===== src/design/fpdf_pkg.sv =====
// fpdf_pkg: shared types, register indexes and constants of the point decode filter
package fpdf_pkg;

  // field widths
  localparam int FREQ_W = 16;
  localparam int LINE_W = 8;
  localparam int TAG_W  = 8;
  localparam int Q_W    = 18;
  localparam int ROW_W  = 9;
  localparam int TOL_W  = 16;
  localparam int LIM_W  = 17;

  // configuration port
  localparam int CFG_IDX_W  = 3;
  localparam int CFG_DATA_W = 17;

  // register indexes
  localparam logic [CFG_IDX_W-1:0] CFG_FREQ_LIMIT      = 3'd0;
  localparam logic [CFG_IDX_W-1:0] CFG_DIST_OFFSET     = 3'd1;
  localparam logic [CFG_IDX_W-1:0] CFG_DIST_SCALE      = 3'd2;
  localparam logic [CFG_IDX_W-1:0] CFG_VEL_SCALE       = 3'd3;
  localparam logic [CFG_IDX_W-1:0] CFG_MATCH_TOLERANCE = 3'd4;
  localparam logic [CFG_IDX_W-1:0] CFG_MAX_SPEED       = 3'd5;
  localparam logic [CFG_IDX_W-1:0] CFG_MAX_RANGE       = 3'd6;

  // register reset values
  localparam logic [FREQ_W-1:0] RST_FREQ_LIMIT      = 16'd491;
  localparam logic [FREQ_W-1:0] RST_DIST_OFFSET     = 16'd170;
  localparam logic [FREQ_W-1:0] RST_DIST_SCALE      = 16'd12000;
  localparam logic [FREQ_W-1:0] RST_VEL_SCALE       = 16'd24800;
  localparam logic [TOL_W-1:0]  RST_MATCH_TOLERANCE = 16'd205;
  localparam logic [LIM_W-1:0]  RST_MAX_SPEED       = 17'd8192;
  localparam logic [LIM_W-1:0]  RST_MAX_RANGE       = 17'd40960;

  // arithmetic shifts of the two products
  localparam int DIST_SHIFT = 12;
  localparam int VEL_SHIFT  = 8;

  // configuration seen by the arithmetic front end
  typedef struct packed {
    logic [FREQ_W-1:0] freq_limit;
    logic [FREQ_W-1:0] dist_offset;
    logic [FREQ_W-1:0] dist_scale;
    logic [FREQ_W-1:0] vel_scale;
  } front_cfg_t;

  // decoded point handed from the front end to the filter
  typedef struct packed {
    logic                has_range;
    logic signed [Q_W-1:0] distance_q;
    logic signed [Q_W-1:0] velocity_q;
    logic [ROW_W-1:0]    ring_row;
  } point_t;

  // laser row offset per channel code
  function automatic logic [ROW_W-1:0] chan_offset(input logic [1:0] chan);
    logic [ROW_W-1:0] off;
    case (chan)
      2'd0:    off = 9'd33;
      2'd1:    off = 9'd21;
      2'd2:    off = 9'd8;
      default: off = 9'd0;
    endcase
    return off;
  endfunction

endpackage


===== src/design/fpdf_if.sv =====
// fpdf_if: valid/ready channel interfaces for point records and filter results

interface fpdf_in_if;
  logic                         valid;
  logic                         ready;
  logic [fpdf_pkg::FREQ_W-1:0]  freq_a;
  logic [fpdf_pkg::LINE_W-1:0]  line_index;
  logic [fpdf_pkg::TAG_W-1:0]   tag_a;
  logic [fpdf_pkg::FREQ_W-1:0]  freq_b;
  logic [fpdf_pkg::TAG_W-1:0]   tag_b;

  modport source (output valid, freq_a, line_index, tag_a, freq_b, tag_b, input ready);
  modport sink   (input valid, freq_a, line_index, tag_a, freq_b, tag_b, output ready);
endinterface

interface fpdf_out_if;
  logic                              valid;
  logic                              ready;
  logic                              keep;
  logic                              has_range;
  logic signed [fpdf_pkg::Q_W-1:0]   distance_q;
  logic signed [fpdf_pkg::Q_W-1:0]   velocity_q;
  logic [fpdf_pkg::ROW_W-1:0]        ring_row;

  modport source (output valid, keep, has_range, distance_q, velocity_q, ring_row,
                  input ready);
  modport sink   (input valid, keep, has_range, distance_q, velocity_q, ring_row,
                  output ready);
endinterface


===== src/design/fmcw_point_decode_filter_core.sv =====
// fmcw_point_decode_filter_core: lidar point decode with history consistency filter
//
// in_ch carries one point record per transaction (two beat frequencies, line index
// and two tag bytes); out_ch returns one result per record, in order: keep flag,
// range flag, q10 distance and velocity, and laser row.
// A record passes through the stages in order: decode and sum, scale multiply,
// shift and saturate, then the history compare that loads the output register.
// A new record can be taken every cycle while in_ch.ready is high; the history
// row of HISTORY_DEPTH cells is compared in the same cycle as the output
// register loads and shifted at that load when the distance is nonzero, so each
// record sees the history left by the records before it.
// When the receiver stalls the output register holds, the pipeline stages fill
// behind it and in_ch.ready drops only once every stage is occupied.
// Synchronous active-low reset empties the pipeline, clears the history cells to
// zero and loads the register defaults; configuration writes through cfg_we,
// cfg_index and cfg_wdata take effect at the next clock and are meant for an
// idle block. Writes to an unused index are dropped.
module fmcw_point_decode_filter_core #(
  parameter int HISTORY_DEPTH = 7
) (
  input  logic                             clk,
  input  logic                             rst_n,
  input  logic                             cfg_we,
  input  logic [fpdf_pkg::CFG_IDX_W-1:0]   cfg_index,
  input  logic [fpdf_pkg::CFG_DATA_W-1:0]  cfg_wdata,
  fpdf_in_if.sink                          in_ch,
  fpdf_out_if.source                       out_ch
);

  // configuration registers
  logic [fpdf_pkg::FREQ_W-1:0] freq_limit_r, dist_offset_r, dist_scale_r, vel_scale_r;
  logic [fpdf_pkg::TOL_W-1:0]  match_tol_r;
  logic [fpdf_pkg::LIM_W-1:0]  max_speed_r, max_range_r;

  always_ff @(posedge clk) begin
    if (!rst_n) begin
      freq_limit_r  <= fpdf_pkg::RST_FREQ_LIMIT;
      dist_offset_r <= fpdf_pkg::RST_DIST_OFFSET;
      dist_scale_r  <= fpdf_pkg::RST_DIST_SCALE;
      vel_scale_r   <= fpdf_pkg::RST_VEL_SCALE;
      match_tol_r   <= fpdf_pkg::RST_MATCH_TOLERANCE;
      max_speed_r   <= fpdf_pkg::RST_MAX_SPEED;
      max_range_r   <= fpdf_pkg::RST_MAX_RANGE;
    end else if (cfg_we) begin
      case (cfg_index)
        fpdf_pkg::CFG_FREQ_LIMIT:      freq_limit_r  <= cfg_wdata[15:0];
        fpdf_pkg::CFG_DIST_OFFSET:     dist_offset_r <= cfg_wdata[15:0];
        fpdf_pkg::CFG_DIST_SCALE:      dist_scale_r  <= cfg_wdata[15:0];
        fpdf_pkg::CFG_VEL_SCALE:       vel_scale_r   <= cfg_wdata[15:0];
        fpdf_pkg::CFG_MATCH_TOLERANCE: match_tol_r   <= cfg_wdata[15:0];
        fpdf_pkg::CFG_MAX_SPEED:       max_speed_r   <= cfg_wdata;
        fpdf_pkg::CFG_MAX_RANGE:       max_range_r   <= cfg_wdata;
        default: ;
      endcase
    end
  end

  fpdf_pkg::front_cfg_t front_cfg;
  assign front_cfg.freq_limit  = freq_limit_r;
  assign front_cfg.dist_offset = dist_offset_r;
  assign front_cfg.dist_scale  = dist_scale_r;
  assign front_cfg.vel_scale   = vel_scale_r;

  // arithmetic front end
  logic             pt_valid, pt_ready;
  fpdf_pkg::point_t pt;

  fpdf_front u_front (
    .clk        (clk),
    .rst_n      (rst_n),
    .cfg        (front_cfg),
    .in_valid   (in_ch.valid),
    .in_ready   (in_ch.ready),
    .freq_a     (in_ch.freq_a),
    .line_index (in_ch.line_index),
    .tag_a      (in_ch.tag_a),
    .freq_b     (in_ch.freq_b),
    .tag_b      (in_ch.tag_b),
    .pt_valid   (pt_valid),
    .pt_ready   (pt_ready),
    .pt         (pt)
  );

  // output load and history shift
  logic out_valid_r;
  logic load, hist_shift;

  assign pt_ready   = !out_valid_r || out_ch.ready;
  assign load       = pt_valid && pt_ready;
  assign hist_shift = load && (pt.distance_q != '0);

  // history row: cell 0 takes the new distance, each cell hands on to the next
  logic signed [fpdf_pkg::Q_W-1:0] chain [HISTORY_DEPTH+1];
  logic [HISTORY_DEPTH-1:0]        match;

  assign chain[0] = pt.distance_q;

  for (genvar g = 0; g < HISTORY_DEPTH; g++) begin : g_cell
    fpdf_cell u_cell (
      .clk       (clk),
      .rst_n     (rst_n),
      .shift_en  (hist_shift),
      .dist_in   (chain[g]),
      .probe     (pt.distance_q),
      .tolerance (match_tol_r),
      .dist_out  (chain[g+1]),
      .match     (match[g])
    );
  end

  // at least two matches; a single cell counts its match twice
  logic                           enough;
  logic [fpdf_pkg::Q_W-1:0]       vmag;
  logic                           keep_nxt;

  always_comb begin
    if (HISTORY_DEPTH == 1) begin
      enough = match[0];
    end else begin
      enough = (match & (match - HISTORY_DEPTH'(1))) != '0;
    end
    vmag     = pt.velocity_q[fpdf_pkg::Q_W-1] ? fpdf_pkg::Q_W'(-pt.velocity_q)
                                               : fpdf_pkg::Q_W'(pt.velocity_q);
    keep_nxt = (pt.distance_q != '0) && enough &&
               ({1'b0, vmag} < {2'b00, max_speed_r}) &&
               (pt.distance_q < $signed({1'b0, max_range_r}));
  end

  // output register
  logic                            keep_r, has_range_r;
  logic signed [fpdf_pkg::Q_W-1:0] dist_r, vel_r;
  logic [fpdf_pkg::ROW_W-1:0]      row_r;

  always_ff @(posedge clk) begin
    if (!rst_n) begin
      out_valid_r <= 1'b0;
    end else if (pt_ready) begin
      out_valid_r <= pt_valid;
    end
  end

  always_ff @(posedge clk) begin
    if (load) begin
      keep_r      <= keep_nxt;
      has_range_r <= pt.has_range;
      dist_r      <= pt.distance_q;
      vel_r       <= pt.velocity_q;
      row_r       <= pt.ring_row;
    end
  end

  assign out_ch.valid      = out_valid_r;
  assign out_ch.keep       = keep_r;
  assign out_ch.has_range  = has_range_r;
  assign out_ch.distance_q = dist_r;
  assign out_ch.velocity_q = vel_r;
  assign out_ch.ring_row   = row_r;

  // kept point carries a valid nonzero distance
  a_keep_range: assert property (@(posedge clk) disable iff (!rst_n)
    out_ch.valid && out_ch.keep |-> out_ch.has_range && (out_ch.distance_q != '0))
    else $error("kept point without valid distance");

  // no range means zero distance
  a_norange_zero: assert property (@(posedge clk) disable iff (!rst_n)
    out_ch.valid && !out_ch.has_range |-> out_ch.distance_q == '0)
    else $error("distance present without range");

  // history moves only on a loaded nonzero distance
  a_hist_hold: assert property (@(posedge clk) disable iff (!rst_n)
    !hist_shift |=> $stable(chain[1]))
    else $error("history changed without a nonzero point");

  // newest history entry is the distance just delivered
  a_hist_newest: assert property (@(posedge clk) disable iff (!rst_n)
    hist_shift |=> chain[1] == out_ch.distance_q)
    else $error("history entry differs from delivered distance");

endmodule


===== src/design/fpdf_cell.sv =====
// fpdf_cell: one history cell holding a past distance and matching the probe against it
module fpdf_cell (
  input  logic                              clk,
  input  logic                              rst_n,
  input  logic                              shift_en,
  input  logic signed [fpdf_pkg::Q_W-1:0]   dist_in,
  input  logic signed [fpdf_pkg::Q_W-1:0]   probe,
  input  logic [fpdf_pkg::TOL_W-1:0]        tolerance,
  output logic signed [fpdf_pkg::Q_W-1:0]   dist_out,
  output logic                              match
);

  logic signed [fpdf_pkg::Q_W-1:0] hist_r;
  logic signed [fpdf_pkg::Q_W:0]   delta;
  logic [fpdf_pkg::Q_W:0]          mag;

  // take the neighbor's distance when the row moves
  always_ff @(posedge clk) begin
    if (!rst_n) begin
      hist_r <= '0;
    end else if (shift_en) begin
      hist_r <= dist_in;
    end
  end

  // absolute distance difference against tolerance
  always_comb begin
    delta = (fpdf_pkg::Q_W+1)'(probe) - (fpdf_pkg::Q_W+1)'(hist_r);
    mag   = delta[fpdf_pkg::Q_W] ? (fpdf_pkg::Q_W+1)'(-delta) : (fpdf_pkg::Q_W+1)'(delta);
    match = mag < {{(fpdf_pkg::Q_W+1-fpdf_pkg::TOL_W){1'b0}}, tolerance};
  end

  assign dist_out = hist_r;

endmodule


===== src/design/fpdf_front.sv =====
// fpdf_front: three-stage decode, scale and saturate pipeline for distance and velocity
module fpdf_front (
  input  logic                          clk,
  input  logic                          rst_n,
  input  fpdf_pkg::front_cfg_t          cfg,
  input  logic                          in_valid,
  output logic                          in_ready,
  input  logic [fpdf_pkg::FREQ_W-1:0]   freq_a,
  input  logic [fpdf_pkg::LINE_W-1:0]   line_index,
  input  logic [fpdf_pkg::TAG_W-1:0]    tag_a,
  input  logic [fpdf_pkg::FREQ_W-1:0]   freq_b,
  input  logic [fpdf_pkg::TAG_W-1:0]    tag_b,
  output logic                          pt_valid,
  input  logic                          pt_ready,
  output fpdf_pkg::point_t              pt
);

  localparam int SUM_W  = 22;
  localparam int DIFF_W = 17;
  localparam int DP_W   = 39;
  localparam int VP_W   = 34;
  localparam logic signed [DP_W-1:0] DQ_MAX = 39'sd131071;
  localparam logic signed [DP_W-1:0] DQ_MIN = -39'sd131072;
  localparam logic signed [VP_W-1:0] VQ_MAX = 34'sd131071;
  localparam logic signed [VP_W-1:0] VQ_MIN = -34'sd131072;

  // stage valids
  logic v1_r, v2_r, v3_r;
  logic adv1, adv2, adv3;

  // stage 1 payload
  logic signed [SUM_W-1:0]          s1_sum_r;
  logic signed [DIFF_W-1:0]         s1_diff_r;
  logic                             s1_has_r;
  logic [fpdf_pkg::ROW_W-1:0]       s1_row_r;
  // stage 2 payload
  logic signed [DP_W-1:0]           s2_dprod_r;
  logic signed [VP_W-1:0]           s2_vprod_r;
  logic                             s2_has_r;
  logic [fpdf_pkg::ROW_W-1:0]       s2_row_r;
  // stage 3 payload
  fpdf_pkg::point_t                 s3_pt_r;

  logic [fpdf_pkg::FREQ_W-1:0]      up_raw, down_raw, up_f, down_f;
  logic [fpdf_pkg::FREQ_W:0]        fsum;
  logic signed [SUM_W-1:0]          sum_nxt;
  logic signed [DIFF_W-1:0]         diff_nxt;
  logic signed [DP_W-1:0]           dsh;
  logic signed [VP_W-1:0]           vsh;
  logic signed [fpdf_pkg::Q_W-1:0]  dsat, vsat;

  // pipeline flow
  assign adv3     = !v3_r || pt_ready;
  assign adv2     = !v2_r || adv3;
  assign adv1     = !v1_r || adv2;
  assign in_ready = adv1;

  always_ff @(posedge clk) begin
    if (!rst_n) begin
      v1_r <= 1'b0;
      v2_r <= 1'b0;
      v3_r <= 1'b0;
    end else begin
      if (adv1) v1_r <= in_valid;
      if (adv2) v2_r <= v1_r;
      if (adv3) v3_r <= v2_r;
    end
  end

  // chirp assignment by parity and band limit
  always_comb begin
    up_raw   = '0;
    down_raw = '0;
    if (!tag_a[0] && tag_b[0]) begin
      down_raw = freq_a;
      up_raw   = freq_b;
    end else if (tag_a[0] && !tag_b[0]) begin
      up_raw   = freq_a;
      down_raw = freq_b;
    end
    up_f     = (up_raw > cfg.freq_limit) ? '0 : up_raw;
    down_f   = (down_raw > cfg.freq_limit) ? '0 : down_raw;
    fsum     = {1'b0, up_f} + {1'b0, down_f};
    sum_nxt  = $signed({1'b0, fsum, 4'b0000}) - $signed({6'b0, cfg.dist_offset});
    diff_nxt = $signed({1'b0, down_f}) - $signed({1'b0, up_f});
  end

  // stage 1: decoded sum and difference
  always_ff @(posedge clk) begin
    if (adv1 && in_valid) begin
      s1_sum_r  <= sum_nxt;
      s1_diff_r <= diff_nxt;
      s1_has_r  <= (up_f != '0) && (down_f != '0);
      s1_row_r  <= {1'b0, line_index} + fpdf_pkg::chan_offset(tag_a[7:6]);
    end
  end

  // stage 2: scale products
  always_ff @(posedge clk) begin
    if (adv2 && v1_r) begin
      s2_dprod_r <= DP_W'(s1_sum_r) * DP_W'($signed({1'b0, cfg.dist_scale}));
      s2_vprod_r <= VP_W'(s1_diff_r) * VP_W'($signed({1'b0, cfg.vel_scale}));
      s2_has_r   <= s1_has_r;
      s2_row_r   <= s1_row_r;
    end
  end

  // floor shift and saturation to q10
  always_comb begin
    dsh = s2_dprod_r >>> fpdf_pkg::DIST_SHIFT;
    vsh = s2_vprod_r >>> fpdf_pkg::VEL_SHIFT;
    if (dsh > DQ_MAX)      dsat = fpdf_pkg::Q_W'(DQ_MAX);
    else if (dsh < DQ_MIN) dsat = fpdf_pkg::Q_W'(DQ_MIN);
    else                   dsat = dsh[fpdf_pkg::Q_W-1:0];
    if (vsh > VQ_MAX)      vsat = fpdf_pkg::Q_W'(VQ_MAX);
    else if (vsh < VQ_MIN) vsat = fpdf_pkg::Q_W'(VQ_MIN);
    else                   vsat = vsh[fpdf_pkg::Q_W-1:0];
  end

  // stage 3: finished point
  always_ff @(posedge clk) begin
    if (adv3 && v2_r) begin
      s3_pt_r.has_range  <= s2_has_r;
      s3_pt_r.distance_q <= s2_has_r ? dsat : '0;
      s3_pt_r.velocity_q <= vsat;
      s3_pt_r.ring_row   <= s2_row_r;
    end
  end

  assign pt_valid = v3_r;
  assign pt       = s3_pt_r;

endmodule

===== src/flat_wrapper.sv =====
// flat-port wrapper written by rule: the top's interface ports become plain ports
module fmcw_point_decode_filter_core_flat 
#(
  parameter int HISTORY_DEPTH = 7
)
  (clk, rst_n, cfg_we, cfg_index, cfg_wdata, in_ch_valid, in_ch_freq_a, in_ch_line_index, in_ch_tag_a, in_ch_freq_b, in_ch_tag_b, in_ch_ready, out_ch_valid, out_ch_keep, out_ch_has_range, out_ch_distance_q, out_ch_velocity_q, out_ch_ring_row, out_ch_ready);
  fpdf_in_if in_ch_i ();
  fpdf_out_if out_ch_i ();
  input  logic clk;
  input  logic rst_n;
  input  logic cfg_we;
  input  logic [fpdf_pkg::CFG_IDX_W-1:0] cfg_index;
  input  logic [fpdf_pkg::CFG_DATA_W-1:0] cfg_wdata;
  input wire logic [$bits(in_ch_i.valid)-1:0] in_ch_valid;
  input wire logic [$bits(in_ch_i.freq_a)-1:0] in_ch_freq_a;
  input wire logic [$bits(in_ch_i.line_index)-1:0] in_ch_line_index;
  input wire logic [$bits(in_ch_i.tag_a)-1:0] in_ch_tag_a;
  input wire logic [$bits(in_ch_i.freq_b)-1:0] in_ch_freq_b;
  input wire logic [$bits(in_ch_i.tag_b)-1:0] in_ch_tag_b;
  output wire logic [$bits(in_ch_i.ready)-1:0] in_ch_ready;
  output wire logic [$bits(out_ch_i.valid)-1:0] out_ch_valid;
  output wire logic [$bits(out_ch_i.keep)-1:0] out_ch_keep;
  output wire logic [$bits(out_ch_i.has_range)-1:0] out_ch_has_range;
  output wire logic [$bits(out_ch_i.distance_q)-1:0] out_ch_distance_q;
  output wire logic [$bits(out_ch_i.velocity_q)-1:0] out_ch_velocity_q;
  output wire logic [$bits(out_ch_i.ring_row)-1:0] out_ch_ring_row;
  input wire logic [$bits(out_ch_i.ready)-1:0] out_ch_ready;
  assign in_ch_i.valid = in_ch_valid;
  assign in_ch_i.freq_a = in_ch_freq_a;
  assign in_ch_i.line_index = in_ch_line_index;
  assign in_ch_i.tag_a = in_ch_tag_a;
  assign in_ch_i.freq_b = in_ch_freq_b;
  assign in_ch_i.tag_b = in_ch_tag_b;
  assign in_ch_ready = in_ch_i.ready;
  assign out_ch_valid = out_ch_i.valid;
  assign out_ch_keep = out_ch_i.keep;
  assign out_ch_has_range = out_ch_i.has_range;
  assign out_ch_distance_q = out_ch_i.distance_q;
  assign out_ch_velocity_q = out_ch_i.velocity_q;
  assign out_ch_ring_row = out_ch_i.ring_row;
  assign out_ch_i.ready = out_ch_ready;
  fmcw_point_decode_filter_core #(.HISTORY_DEPTH(HISTORY_DEPTH)) u_core (.clk(clk), .rst_n(rst_n), .cfg_we(cfg_we), .cfg_index(cfg_index), .cfg_wdata(cfg_wdata), .in_ch(in_ch_i), .out_ch(out_ch_i));
endmodule

===== config.mk =====
export PLATFORM = sky130hd
export DESIGN_NAME = fmcw_point_decode_filter_core_flat
export DESIGN_NICKNAME = d
export VERILOG_FILES = /design/src/design/fpdf_pkg.sv /design/src/design/fpdf_if.sv /design/src/design/fmcw_point_decode_filter_core.sv /design/src/design/fpdf_cell.sv /design/src/design/fpdf_front.sv /design/src/flat_wrapper.sv
export SDC_FILE = /design/constraint.sdc
export NUM_CORES = 2
export LEC_CHECK = 0
export BUFFER_PORTS_ARGS = -buffer_cell sky130_fd_sc_hd__buf_2
export CAP_MARGIN = 5
export CORE_UTILIZATION = 64
export DETAILED_ROUTE_END_ITERATION = 16
export GPL_TIMING_DRIVEN = 0
export PLACE_DENSITY = 0.92
export RECOVER_POWER = 50
export SYNTH_ARGS = -nofsm -noshare
export SYNTH_HDL_FRONTEND = slang
export SYNTH_SLANG_ARGS = --single-unit

===== constraint.sdc =====
create_clock -name clk -period 7.9 [get_ports clk]
set_clock_uncertainty 0.05 [all_clocks]
set_input_delay 0 -clock clk [delete_from_list [all_inputs] [get_ports clk]]
set_output_delay 0 -clock clk [all_outputs]
set_load 0.01 [all_outputs]

==> metrics.yaml <==
cts:
  clk_pin_slew_worst_paths_ns: 0.07
  cts.sinks: 449
  h-tree-depth: 2
  clk_path_buf_depth: 3
  cts_root_buf: "clkbuf_16"
  worstSkewPairLatency_ns: 0.66
  post_cts_buffers: 0
  cts_tree: "done"
  cts_buffers: 49
logic_synthesis:
  synth_mux_area_share_pct: 0.139
  syn-cell-area_mm2: 0.0539
  syn_nets: 7386
  yosys_warnings: 0
  synth_simple_gate_area_share_pct: 16.8
  synth_area_leaders: "fa_1 (23%), ha_1 (12%), edfxtp_1 (11%)"
  synth_flop_cell: "dfxtp_1"
  synth-async-reset-ratio_pct: 0
  synth-edff-count: 205
  ys_ff_latch: 449
  yosysTopAreaCell: "fa_1"
  synth_top_family_by_area: "adder cells"
  synth_compound_area_share_pct: 13.3
  synthXorXnorAreaFrac_pct: 4.81
  seq_area_frac_synth_pct: 20.5
  yosys.area_share.adder_pct: 35.9
  syn_avg_cell_area_um2: 8.79
  synth.distinct_cells: 93
  yosysTopAreaCellShare_pct: 23.5
  postSynthCellCount: 6138
sta:
  period_needed_ns: 7.75
  relSlewSlack_pct: -127
  slew_viol_final: 119
  hold_violations: 0
  finalSetupViolCount: 0
  fin_crit_sh_pct: 98.1
  tightest_slew_ns: 3.37
  rsz0062_at_grt: "false"
  clock.fmax_mhz: 129
  setup_tns_ns: 0
critical_path:
  path_common_cell: "fa_1"
  slowest_stage: "fa_1"
  cp_max_fo: 10
  slowest_delay_ns: 0.57
  critPathBufInv: 6
  cp.required_ns: 8.25
  crit_path_end_kind: "flop"
  cpLargestDelayFamily: "adder cells"
  worstPathArrival_ns: 8.10
  start_kind: "flop"
  critical_path_class: "flop to flop"
job:
  cap_violations: 5
layout:
  drive_above_1_share_pct: 3.49
  nets: 7600
  area_growth_pct: 7.68
floorplan:
  io_pins: 130
  rows: 106
  start_util_pct: 64.5
  die_height_um: 292
  coreArea_mm2: 0.0836
  die_width_um: 292
  die_area_mm2: 0.0854
routing:
  avgViaCountPerCell: 6.18
  ant_nets: 0
  drt_iter0_drc: 4782
  firstDrtPassIters: 8
  via_count: 46200
  drt_wl_total_um: 159000
  route.detailed.drc: 0
  wl_per_cell_um: 21.3
global_routing:
  grt_pass1_wl_um: 251000
  grt_util_all_layers_pct: 37.6
  antenna_found_initial: 6
  grt_pass1_vias: 48100
  grt_max_degree: 41
  gr-total-overflow: 0
placement:
  gp_congestion: 0.984
  hpwl_um: 119000
  io_buffers: 116
status:
  status: "complete, but fails checks"
  violations: "capacitance limit, slew limit"
hold_path:
  holdCritPathClass: "primary input to flop"
==> state kept, by name, summed over array words and instances (netlist names), 16 cells and up <==
register                       count
u_core.u_front.s2_vprod_r         26
u_core.dist_scale_r               16
u_core.u_front.pt                 46
u_core.out_ch.distance_q          18
u_core.vel_scale_r                16
u_core.g_cell.u_cell.dist_out    126
u_core.out_ch.velocity_q          18
u_core.max_speed_r                17
u_core.max_range_r                17
u_core.match_tol_r                16
u_core.u_front.s1_sum_r           22
u_core.dist_offset_r              16
u_core.u_front.s2_dprod_r         27
u_core.u_front.s1_diff_r          17
u_core.freq_limit_r               16
==> logic make-up after synthesis <==
logic type	Yosys count
AND/OR/NAND/NOR	1936
buffers and inverters	1224
multiplexers	7
XOR/XNOR	296
AO/OA/AOI/OAI	1058
adder cells (fa/ha/maj)	1168
flip-flops	449
==> worst paths after layout <==
check                              start                             to  slack, ns  depth (start not counted)
max reg2reg  u_core.u_front.s1_sum_r[12]  u_core.u_front.s2_dprod_r[37]       0.15                         25
min reg2reg   u_core.u_front.s2_row_r[2]           u_core.u_front.pt[2]       0.37                          0
min                     in_ch_freq_b[12]        u_core.u_front.s1_has_r       0.08                          5
max          u_core.u_front.s1_sum_r[12]  u_core.u_front.s2_dprod_r[37]       0.15                         25
==> tightest hold or removal path, stage by stage <==
cell and delay [ns]:
buf_2 0.09, a22o_1 0.20, o41ai_1 0.11, nand4_1 0.09, o22a_1 0.16
==> cell type report <==
class | instances | area, um2
Clock inverter | 23 | 295
Fill cell | 5903 | 25500
Inverter | 1008 | 3780
Antenna cell | 1 | 2.50
Multi-Input combinational cell | 4465 | 38300
Clock buffer | 69 | 1410
Timing Repair Buffer | 167 | 1040
Sequential cell | 449 | 11000
Tap cell | 1080 | 1350
Buffer | 212 | 846
==> per-layer routing <==
layer  vias up  track usage [%]  part of all wire (%)
met5         -                0                 0.040
met4        10             27.8                   8.3
met3       925             8.56                    11
met2      2870             61.0                    46
met1     22000             43.8                    35
li1      20400                -                     -
==> synth_stat cells, types with 23 or more instances <==
| library cell | count |
|---|---|
| inv_1 | 1008 |
| nand2_1 | 968 |
| fa_1 | 633 |
| ha_1 | 534 |
| and2_1 | 292 |
| dfxtp_1 | 244 |
| nor2_1 | 241 |
| a21oi_1 | 227 |
| a21boi_0 | 224 |
| clkbuf_1 | 210 |
| xnor2_1 | 206 |
| edfxtp_1 | 205 |
| o21ai_0 | 128 |
| xor2_1 | 90 |
| o21a_1 | 86 |
| a21o_1 | 70 |
| nor3_1 | 69 |
| nand3_1 | 68 |
| nor2b_1 | 65 |
| nand2b_1 | 48 |
| and3_1 | 39 |
| o211ai_1 | 37 |
| a31oi_1 | 35 |
| a22o_1 | 31 |
| o31ai_1 | 28 |
| nand4_1 | 25 |
| or3_1 | 25 |
| a211oi_1 | 23 |
| o21bai_1 | 23 |
==> layout by cell type, fill, tap and decap left out, drive strengths merged, types with 10 or more instances in the layout <==
cell type / Yosys / final
inv: 1008 / 1012
nand2: 968 / 968
fa: 633 / 633
ha: 534 / 534
clkbuf: 210 / 326
and2: 292 / 292
dfxtp: 244 / 244
nor2: 241 / 241
a21oi: 227 / 227
a21boi: 226 / 226
xnor2: 206 / 206
edfxtp: 205 / 205
o21ai: 152 / 152
xor2: 90 / 90
o21a: 86 / 86
buf: 6 / 77
a21o: 70 / 70
nor3: 69 / 69
nand3: 68 / 68
nor2b: 65 / 65
nand2b: 48 / 48
dlygate4sd3: 0 / 45
and3: 39 / 39
o211ai: 37 / 37
a31oi: 35 / 35
a22o: 31 / 31
o31ai: 28 / 28
or3: 26 / 26
nand4: 25 / 25
a211oi: 24 / 24
o21bai: 23 / 23
nor4: 22 / 22
o41ai: 14 / 14
nor3b: 13 / 13
clkinv: 0 / 12
or2: 11 / 11
a2111oi: 10 / 10
a31o: 10 / 10
==> repair_timing <==
item / in CTS / in global routing
endpoints found under the setup margin: 1 / 7
gates resized for setup: 1 / 80
pin swaps: 0 / 0
hold buffers: 45 / 0
endpoints found under the hold margin: 135 / 0
==> stage by stage <==
stage / cells / hold WS [ns] / setup WS (ns) / area [um2] / utilization [%]
after floorplan: 6138 / 0.0740 / 1.27 / 53900 / -
after global placement: 7334 / 0.193 / -0.604 / 55900 / 66.9
after detailed placement: 7340 / 0.229 / 0.0705 / 56000 / 67.0
after CTS: 7476 / 0.0144 / 0.0616 / 58100 / 69.6
after global routing: 7473 / 0.0873 / 0.000171 / 58100 / 69.5
final: 7474 / 0.0757 / 0.147 / 58100 / 69.5
Power is not shown: default switching activity piles up to over one toggle a cycle in this logic, so the estimate is an artifact.
